**config.mk**
```make
export PLATFORM = sky130hd
export DESIGN_NAME = keypad_matrix_scan_debounce_unit
export DESIGN_NICKNAME = d
export VERILOG_FILES = /design/src/rtl/kmsd_pkg.sv /design/src/rtl/kmsd_input_reg.sv /design/src/rtl/kmsd_scan_core.sv /design/src/rtl/keypad_matrix_scan_debounce_unit.sv
export SDC_FILE = /design/constraint.sdc
export NUM_CORES = 1
export LEC_CHECK = 0
export BUFFER_PORTS_ARGS = -buffer_cell sky130_fd_sc_hd__buf_2
export CORE_ASPECT_RATIO = 1.75
export CORE_MARGIN = 3
export CORE_UTILIZATION = 58
export CTS_CLUSTER_DIAMETER = 100
export DETAILED_ROUTE_END_ITERATION = 16
export GPL_TIMING_DRIVEN = 0
export PLACE_DENSITY = 0.76
export SYNTH_ARGS = -nofsm -noshare
export SYNTH_HDL_FRONTEND = slang
export SYNTH_HIERARCHICAL = 1
export SYNTH_SLANG_ARGS = --single-unit
```
**constraint.sdc**
```tcl
create_clock -name clk -period 4 [get_ports clk]
set_clock_uncertainty 0.15 [all_clocks]
set_input_delay 0.2 -clock clk [delete_from_list [all_inputs] [get_ports clk]]
set_output_delay 0.2 -clock clk [all_outputs]
set_load 0.1 [all_outputs]
```
**src/rtl/kmsd_pkg.sv**
```systemverilog
`timescale 1ns / 1ps
`default_nettype none

package kmsd_pkg;

  // Field widths
  localparam int OPCODE_W  = 2;
  localparam int ROWS_W    = 4;
  localparam int COLS_W    = 2;
  localparam int NUM_COLS  = 4;
  localparam int KEY_W     = 7;
  localparam int DRIVE_W   = 4;
  localparam int COUNT_W   = 4;
  localparam int CFG_IDX_W = 2;
  localparam int CFG_DAT_W = 4;
  localparam int S_DATA_W  = 8;
  localparam int M_DATA_W  = 16;

  // Reset values
  localparam logic [COUNT_W-1:0] THRESHOLD_RST = 4'd5;
  localparam logic [COLS_W-1:0]  COLUMN_RST    = 2'd0;

  // Register indexes
  localparam logic [CFG_IDX_W-1:0] REG_START_COLUMN = 2'd0;
  localparam logic [CFG_IDX_W-1:0] REG_DEBOUNCE     = 2'd1;

  // Operation codes
  typedef enum logic [OPCODE_W-1:0] {
    OP_SCAN = 2'd0,
    OP_READ = 2'd1,
    OP_PEEK = 2'd2,
    OP_RSVD = 2'd3
  } op_t;

  // One accepted input word
  typedef struct packed {
    op_t               opcode;
    logic [ROWS_W-1:0] row_sample;
  } item_t;

  // One result word
  typedef struct packed {
    logic [KEY_W-1:0]   key_char;
    logic [DRIVE_W-1:0] column_drive;
  } result_t;

  // Key map, column-major: index is {column, row}
  function automatic logic [KEY_W-1:0] key_lookup(input logic [3:0] idx);
    logic [KEY_W-1:0] ch;
    case (idx)
      4'd0:    ch = 7'h31;  // 1
      4'd1:    ch = 7'h34;  // 4
      4'd2:    ch = 7'h37;  // 7
      4'd3:    ch = 7'h2A;  // *
      4'd4:    ch = 7'h32;  // 2
      4'd5:    ch = 7'h35;  // 5
      4'd6:    ch = 7'h38;  // 8
      4'd7:    ch = 7'h30;  // 0
      4'd8:    ch = 7'h33;  // 3
      4'd9:    ch = 7'h36;  // 6
      4'd10:   ch = 7'h39;  // 9
      4'd11:   ch = 7'h23;  // #
      4'd12:   ch = 7'h41;  // A
      4'd13:   ch = 7'h42;  // B
      4'd14:   ch = 7'h43;  // C
      4'd15:   ch = 7'h44;  // D
      default: ch = '0;
    endcase
    return ch;
  endfunction

endpackage

`default_nettype wire

```
**src/rtl/kmsd_input_reg.sv**
```systemverilog
`timescale 1ns / 1ps
`default_nettype none

module kmsd_input_reg (
  input  wire                      clk,
  input  wire                      rst,
  input  wire                      in_valid,
  output logic                     in_ready,
  input  kmsd_pkg::item_t          in_item,
  input  wire                      advance,
  output logic                     stage_valid,
  output kmsd_pkg::item_t          stage_item
);
  import kmsd_pkg::*;

  // Take a new word when empty or when the held word moves on
  assign in_ready = !stage_valid || advance;

  // Hold valid flag
  always_ff @(posedge clk) begin
    if (rst) begin
      stage_valid <= 1'b0;
    end else if (in_ready) begin
      stage_valid <= in_valid;
    end
  end

  // Capture payload
  always_ff @(posedge clk) begin
    if (in_ready && in_valid) begin
      stage_item <= in_item;
    end
  end

endmodule

`default_nettype wire

```
**src/rtl/kmsd_scan_core.sv**
```systemverilog
`timescale 1ns / 1ps
`default_nettype none

module kmsd_scan_core (
  input  wire                              clk,
  input  wire                              rst,
  input  wire                              fire,
  input  kmsd_pkg::item_t                  item,
  input  wire                              cfg_wr_en,
  input  wire [kmsd_pkg::CFG_IDX_W-1:0]    cfg_index,
  input  wire [kmsd_pkg::CFG_DAT_W-1:0]    cfg_wr_data,
  output kmsd_pkg::result_t                result
);
  import kmsd_pkg::*;

  logic [COLS_W-1:0]  active_column;
  logic [COLS_W-1:0]  active_column_next;
  logic [ROWS_W-1:0]  last_rows    [NUM_COLS];
  logic [COUNT_W-1:0] stable_count [NUM_COLS];
  logic [COUNT_W-1:0] debounce_threshold;
  logic [KEY_W-1:0]   accepted_key;
  logic [KEY_W-1:0]   accepted_key_next;
  logic [ROWS_W-1:0]  rows_cur;
  logic [COUNT_W-1:0] count_cur;
  logic               rows_match;
  logic               below_threshold;
  logic [1:0]         low_row;
  logic [KEY_W-1:0]   key_scan;
  logic [KEY_W-1:0]   key_out;
  logic               do_scan;

  assign do_scan         = fire && (item.opcode == OP_SCAN);
  assign rows_cur        = last_rows[active_column];
  assign count_cur       = stable_count[active_column];
  assign rows_match      = (item.row_sample == rows_cur);
  assign below_threshold = (count_cur < debounce_threshold);

  // Pick lowest pressed row
  always_comb begin
    if (item.row_sample[0]) begin
      low_row = 2'd0;
    end else if (item.row_sample[1]) begin
      low_row = 2'd1;
    end else if (item.row_sample[2]) begin
      low_row = 2'd2;
    end else begin
      low_row = 2'd3;
    end
  end

  // Key after a scan tick
  always_comb begin
    key_scan = accepted_key;
    if (rows_match && !below_threshold) begin
      if (item.row_sample != '0) begin
        key_scan = key_lookup({active_column, low_row});
      end else begin
        key_scan = '0;
      end
    end
  end

  // Result and next key per operation
  always_comb begin
    active_column_next = active_column;
    accepted_key_next  = accepted_key;
    key_out            = accepted_key;
    case (item.opcode)
      OP_SCAN: begin
        accepted_key_next  = key_scan;
        key_out            = key_scan;
        active_column_next = active_column + 2'd1;
      end
      OP_READ: begin
        accepted_key_next = '0;
      end
      default: begin
        accepted_key_next = accepted_key;
      end
    endcase
  end

  assign result.key_char     = key_out;
  assign result.column_drive = DRIVE_W'(1) << active_column_next;

  // Column pointer, key and threshold
  always_ff @(posedge clk) begin
    if (rst) begin
      active_column      <= COLUMN_RST;
      accepted_key       <= '0;
      debounce_threshold <= THRESHOLD_RST;
    end else begin
      if (cfg_wr_en && (cfg_index == REG_START_COLUMN)) begin
        active_column <= cfg_wr_data[COLS_W-1:0] + 2'd3;
      end else if (fire) begin
        active_column <= active_column_next;
      end
      if (fire) begin
        accepted_key  <= accepted_key_next;
      end
      if (cfg_wr_en && (cfg_index == REG_DEBOUNCE)) begin
        debounce_threshold <= cfg_wr_data[COUNT_W-1:0];
      end
    end
  end

  // Per-column sample history and stability count
  always_ff @(posedge clk) begin
    if (rst) begin
      for (int i = 0; i < NUM_COLS; i++) begin
        last_rows[i]    <= '0;
        stable_count[i] <= '0;
      end
    end else if (do_scan) begin
      if (!rows_match) begin
        last_rows[active_column]    <= item.row_sample;
        stable_count[active_column] <= '0;
      end else if (below_threshold) begin
        stable_count[active_column] <= count_cur + 4'd1;
      end
    end
  end

endmodule

`default_nettype wire

```
**src/rtl/keypad_matrix_scan_debounce_unit.sv**
```systemverilog
// A word accepted on s_ is held in the input register and then the output register before it appears on m_.
// Throughput: one word per cycle while m_tready stays high; on a result stall the
// input register takes one more word only if it is empty, then s_tready drops until the stall ends.
// All per-word work is one short compare, increment and key lookup between them.
// Reset (rst, synchronous): column 0 active, no key, all counts and samples zero,
// debounce threshold 5, both stages empty.
`timescale 1ns / 1ps
`default_nettype none

module keypad_matrix_scan_debounce_unit (
  input  wire                              clk,
  input  wire                              rst,
  input  wire                              s_tvalid,
  output logic                             s_tready,
  input  wire [kmsd_pkg::S_DATA_W-1:0]     s_tdata,    // opcode[1:0], row_sample[5:2]
  output logic                             m_tvalid,
  input  wire                              m_tready,
  output logic [kmsd_pkg::M_DATA_W-1:0]    m_tdata,    // key_char[6:0], column_drive[10:7]
  input  wire                              cfg_wr_en,
  input  wire [kmsd_pkg::CFG_IDX_W-1:0]    cfg_index,
  input  wire [kmsd_pkg::CFG_DAT_W-1:0]    cfg_wr_data
);
  import kmsd_pkg::*;

  item_t   in_item;
  item_t   stage_item;
  logic    stage_valid;
  logic    advance;
  logic    fire;
  result_t result;
  result_t out_word;

  // Unpack input word
  assign in_item.opcode     = op_t'(s_tdata[1:0]);
  assign in_item.row_sample = s_tdata[5:2];

  // Output register can take a word
  assign advance = !m_tvalid || m_tready;
  assign fire    = stage_valid && advance;

  kmsd_input_reg u_input_reg (
    .clk         (clk),
    .rst         (rst),
    .in_valid    (s_tvalid),
    .in_ready    (s_tready),
    .in_item     (in_item),
    .advance     (advance),
    .stage_valid (stage_valid),
    .stage_item  (stage_item)
  );

  kmsd_scan_core u_scan_core (
    .clk         (clk),
    .rst         (rst),
    .fire        (fire),
    .item        (stage_item),
    .cfg_wr_en   (cfg_wr_en),
    .cfg_index   (cfg_index),
    .cfg_wr_data (cfg_wr_data),
    .result      (result)
  );

  // Output valid
  always_ff @(posedge clk) begin
    if (rst) begin
      m_tvalid <= 1'b0;
    end else if (advance) begin
      m_tvalid <= stage_valid;
    end
  end

  // Output payload
  always_ff @(posedge clk) begin
    if (fire) begin
      out_word <= result;
    end
  end

  // Pack result word, pad with zeros
  assign m_tdata = {5'd0, out_word.column_drive, out_word.key_char};

`ifndef SYNTHESIS
  // Column drive is always one-hot on a valid result
  assert property (@(posedge clk) disable iff (rst)
    m_tvalid |-> $onehot(m_tdata[10:7]))
    else $error("column drive not one-hot");

  // Empty output side never blocks the input side
  assert property (@(posedge clk) disable iff (rst)
    !m_tvalid |-> s_tready)
    else $error("input stalled while output empty");

  // Padding bits stay zero
  assert property (@(posedge clk) disable iff (rst)
    m_tvalid |-> (m_tdata[15:11] == 5'd0))
    else $error("nonzero padding in result word");

  // A taken result is replaced only by a new word
  assert property (@(posedge clk) disable iff (rst)
    (m_tvalid && m_tready && !stage_valid) |=> !m_tvalid)
    else $error("result repeated");
`endif

endmodule

`default_nettype wire
```
==> summary by stage <==
Synthesis
Of the post-synthesis cell area, the part taken by muxes is 11.24%. By area the synthesized netlist is led by edfxtp_1 43%, dfxtp_1 9.9%, mux4_2 4.6%. The synthesized netlist devotes 2.037% of its cell area to XOR and XNOR gates. The fraction of the mapped netlist area in adder cells is 4.365%. Counting flops and latches in the post-synthesis netlist gives 66. In this run the biggest area consumer among cell types represents 42.78% of the synthesized area. The post-synthesis compound-gate area fraction is 8.658%.

The number of flops mapped to enable cells by yosys is 49. A synthesized cell averages 11.94 um^2. Sequential cells were found to cover 52.67% of the synthesized design area.

The count of cell types in the netlist is 48. During synthesis, Yosys emitted a total of 6 warnings. The most common flop cell mapped by yosys is edfxtp_1.

The largest total area in the synthesized netlist belongs to edfxtp_1. The share of synthesized flip-flops with an asynchronous set or reset is 0%. The cell count after synthesis came out at 288. After synthesis, the largest family of logic cells by area is simple AND/OR/NAND/NOR gates. Summing the areas of all and, or, nand and nor instances in the mapped netlist gives 16.88% of the synthesized area. The mapped netlist covers 3440 um^2.

Detailed routing
The post-detailed-route DRC marker count is 0. The average routed wire per standard cell is 16.75 um. The first TritonRoute pass finished after 5 iterations. The total via count after detailed routing is 2358. The number of DRC markers in iteration 0 is 107. The count of nets left with antenna violations once routing finished came out at 0. After detailed routing, the number of vias per cell comes to 5.535.

The routed wire length is 7.135 mm.

Timing
The share of the clock period used by the worst path is 80.09%. The count of endpoints failing hold in the final timing report came to 0. The achievable frequency is 312.2 MHz. The count of endpoints failing setup in the final report is 0. Setup repair after global routing left no endpoint under its margin. The headroom to the max-slew limit is 32.47%. The max-slew violation count came to 0. The worst-margin pin slew is 1.005 ns. The setup total negative slack is 0 ns. For the finished layout, the period the worst path requires is 3.203 ns.

Setup path
STA classifies the critical path startpoint as a flop. The highest cell delay on the worst timing path is 0.57 ns. The kind of cell adding the most delay to the critical path is compound AO/OA/AOI/OAI gates.

The worst path buffer plus inverter count is 2. STA puts the critical path data required time at 3.87 ns. The most numerous cell type found on the critical path is a21o_1. Traced cell by cell, the critical path runs through buf_6 -> mux4_2 -> ha_1 -> a21o_1 -> a21o_1 -> a41oi_2 -> nand2b_1 -> buf_4 -> a31o_1. For the worst setup path, the data arrival time is 3.07 ns.

For this design, the slowest cell found on the critical path is mux4_2. In this run the worst path has a maximum fanout of 10. STA classifies the critical path endpoint as a flop. The worst setup path is of the reg -> reg kind.

Die
The area of the die is 6926 um^2. The cell row count is 36. The chip height is 107.9 um.

The width of the die is 64.21 um. During I/O placement, the number of pins put on the boundary was 37. The core region is 5675 um^2. The initial utilization of the core area, before any placement, comes to 60.60%.

Place
At the end of routability-driven placement, the weighted congestion stood at 0.8759. Input and output buffers added on the ports amount to 29. Detailed placement finished with a half-perimeter wire length of 5.062 mm. After detailed placement, the design holds a cell count of 397.

Power and ir drop
Power spread over the standard cell area amounts to 383.9 nW/um^2. The leakage power total is 1.727 nW. IR analysis of the VDD net gives a maximum drop of 0.2303 mV.

Run
Across the run, the number of max-cap violations was 0.

Finish
The proportion of layout cells with a drive suffix above 1 is 19.71%. The number of cells in the finished layout apart from fillers is 426. In the final design database the tool counted 376 nets. The area growth from synthesis to layout is 16.44%. Fill cells in the final layout number 443. The antenna cell count is 0.

GRT
The first global-routing pass estimated 11.51 mm of wire. The number of global-route vias before repair came to 2352. The global-route total usage across every layer is 22.34%.

The total overflow left after global routing is 0. The initial antenna violation count is 0. Entering global routing, the biggest net connects 16 pins.

Clocking
The later pin in the worst-skew pair is clocked with a latency of 0.34 ns. The number of gates given a new drive strength after cts is 0. The clock sink total is 66. Clock tree synthesis inserted a total of 9 buffers. The deepest clock path buffer count is 2.

The level count of the clock H-tree is 3. The cell sitting at the root of the clock tree is a clkbuf_8. After clock tree synthesis, the clock-pin slew on the worst setup and hold paths is 0.07 ns. TritonCTS built the clock tree.

Worst hold path
The hold path startpoint is s_tvalid. In this run the worst hold path is classified as in -> reg.

Run status
The run finished with clean final reports.
==> layer usage <==
metal | global-route usage, % | vias up | wire length [um] | share of wire (%)
met2 | 41.23 | 50 | 4045 | 57
met3 | 3.553 | 12 | 201 | 2.8
met5 | 0 | - | 0 | 0
met4 | 11.35 | 0 | 172 | 2.4
li1 | - | 1158 | - | -
met1 | 24.03 | 1138 | 2716 | 38
==> cell usage in the layout, fill, tap and decap left out, types with 6 or more instances in the layout <==
cell / count
ha_1: 12
inv_1: 10
nand2b_1: 6
mux4_2: 7
mux2i_1: 15
a21oi_1: 6
nor2_1: 31
buf_2: 29
dlygate4sd3_1: 13
mux2_1: 7
nand2_1: 15
clkbuf_8: 12
edfxtp_1: 49
buf_4: 7
dfxtp_1: 17
nor2b_1: 7
a21o_1: 7
clkbuf_1: 13
and3_1: 17
==> sequential cells by signal (all words and copies together) (netlist names), named ones only <==
register,count
u_scan_core/last_rows,16
u_scan_core/stable_count,16
m_tdata,11
u_scan_core/accepted_key,7
u_input_reg/stage_item,6
u_scan_core/debounce_threshold,4
u_scan_core/active_column,2
m_tvalid,1
u_input_reg/stage_valid,1
==> cells by family after synthesis <==
kind of cell,count (synthesis)
AND/OR/NAND/NOR,105
buffers and inverters,28
other,1
XOR/XNOR,8
AO/OA/AOI/OAI,39
flip-flops,66
multiplexers,29
adder cells (fa/ha/maj),12
==> worst register-to-register path, stage by stage, from the launching register on <==
cell      delay (ns)
dfxtp_1         0.32
buf_6           0.16
mux4_2          0.57
ha_1            0.33
a21o_1          0.16
a21o_1          0.17
a41oi_2         0.32
nand2b_1        0.18
buf_4           0.22
a31o_1          0.31
==> path summary, 6_finish.rpt <==
check / cells after the start / slack (ns) / end
setup / recovery: 9 / 0.80 / u_scan_core/stable_count[2][3]$_SDFFCE_PN0P_
hold / removal: 2 / 0.10 / u_input_reg/stage_item[5]$_DFFE_PP_
setup reg to reg: 9 / 0.80 / u_scan_core/stable_count[2][3]$_SDFFCE_PN0P_
hold reg to reg: 2 / 0.32 / u_scan_core/accepted_key[2]$_SDFFE_PP0P_
==> synthesized netlist by cell type (2+ instances only) <==
library cell and number:
a22oi_1 3, nand2b_1 6, nor2b_1 7, nand4b_1 2
nor3_1 4, a21o_1 7, buf_4 7, dfxtp_1 17
nand4_1 3, nand2b_4 2, edfxtp_1 49, a31o_2 2
nand3_1 3, a31o_1 2, mux2i_1 15, nand2_1 15
mux4_2 7, nor2_1 31, and2_1 5, xnor2_1 5
a211oi_1 4, inv_1 10, ha_1 12, or3_1 2
clkbuf_1 9, a211o_1 2, mux2_1 7, and3_1 17
and2_4 2, a21oi_1 6, a21oi_2 2, xor2_1 3
o21ai_0 5
==> stage by stage <==
step	power, mW	area, um^2	setup slack, ns	util [%]	hold slack (ns)
2_1_floorplan	0.9764	3455	1.119	-	0.1124
3_3_place_gp	1.024	3695	0.8176	65.10	0.2277
3_5_place_dp	1.030	3695	0.8132	65.10	0.2284
4_1_cts	1.552	4005	0.7976	70.57	0.08173
5_1_grt	1.594	4005	0.6697	70.57	0.1114
6_report	1.537	4005	0.7965	70.57	0.1000
==> layout make-up <==
type,count,area [um^2],area share [%]
clock buffer,16,180.2,4.499
sequential,66,1812,45.24
inverter,10,37.54,0.9372
tap,76,95.09,2.374
buffer,18,101.3,2.530
timing repair buffer,42,275.3,6.873
multi-input combinational,198,1504,37.55
==> report_power, final <==
group          internal [mW]  total [mW]  switching [mW]
Combinational         0.0860       0.252           0.166
Clock                  0.277       0.510           0.233
Sequential             0.762       0.775          0.0136
Total                   1.12        1.54           0.412
==> timing repair <==
action                    4_1_cts  5_1_grt
hold buffers                   13        0
hold endpoints to repair       13        0
setup buffers                   0        0
(Power assumes the default switching activity.)
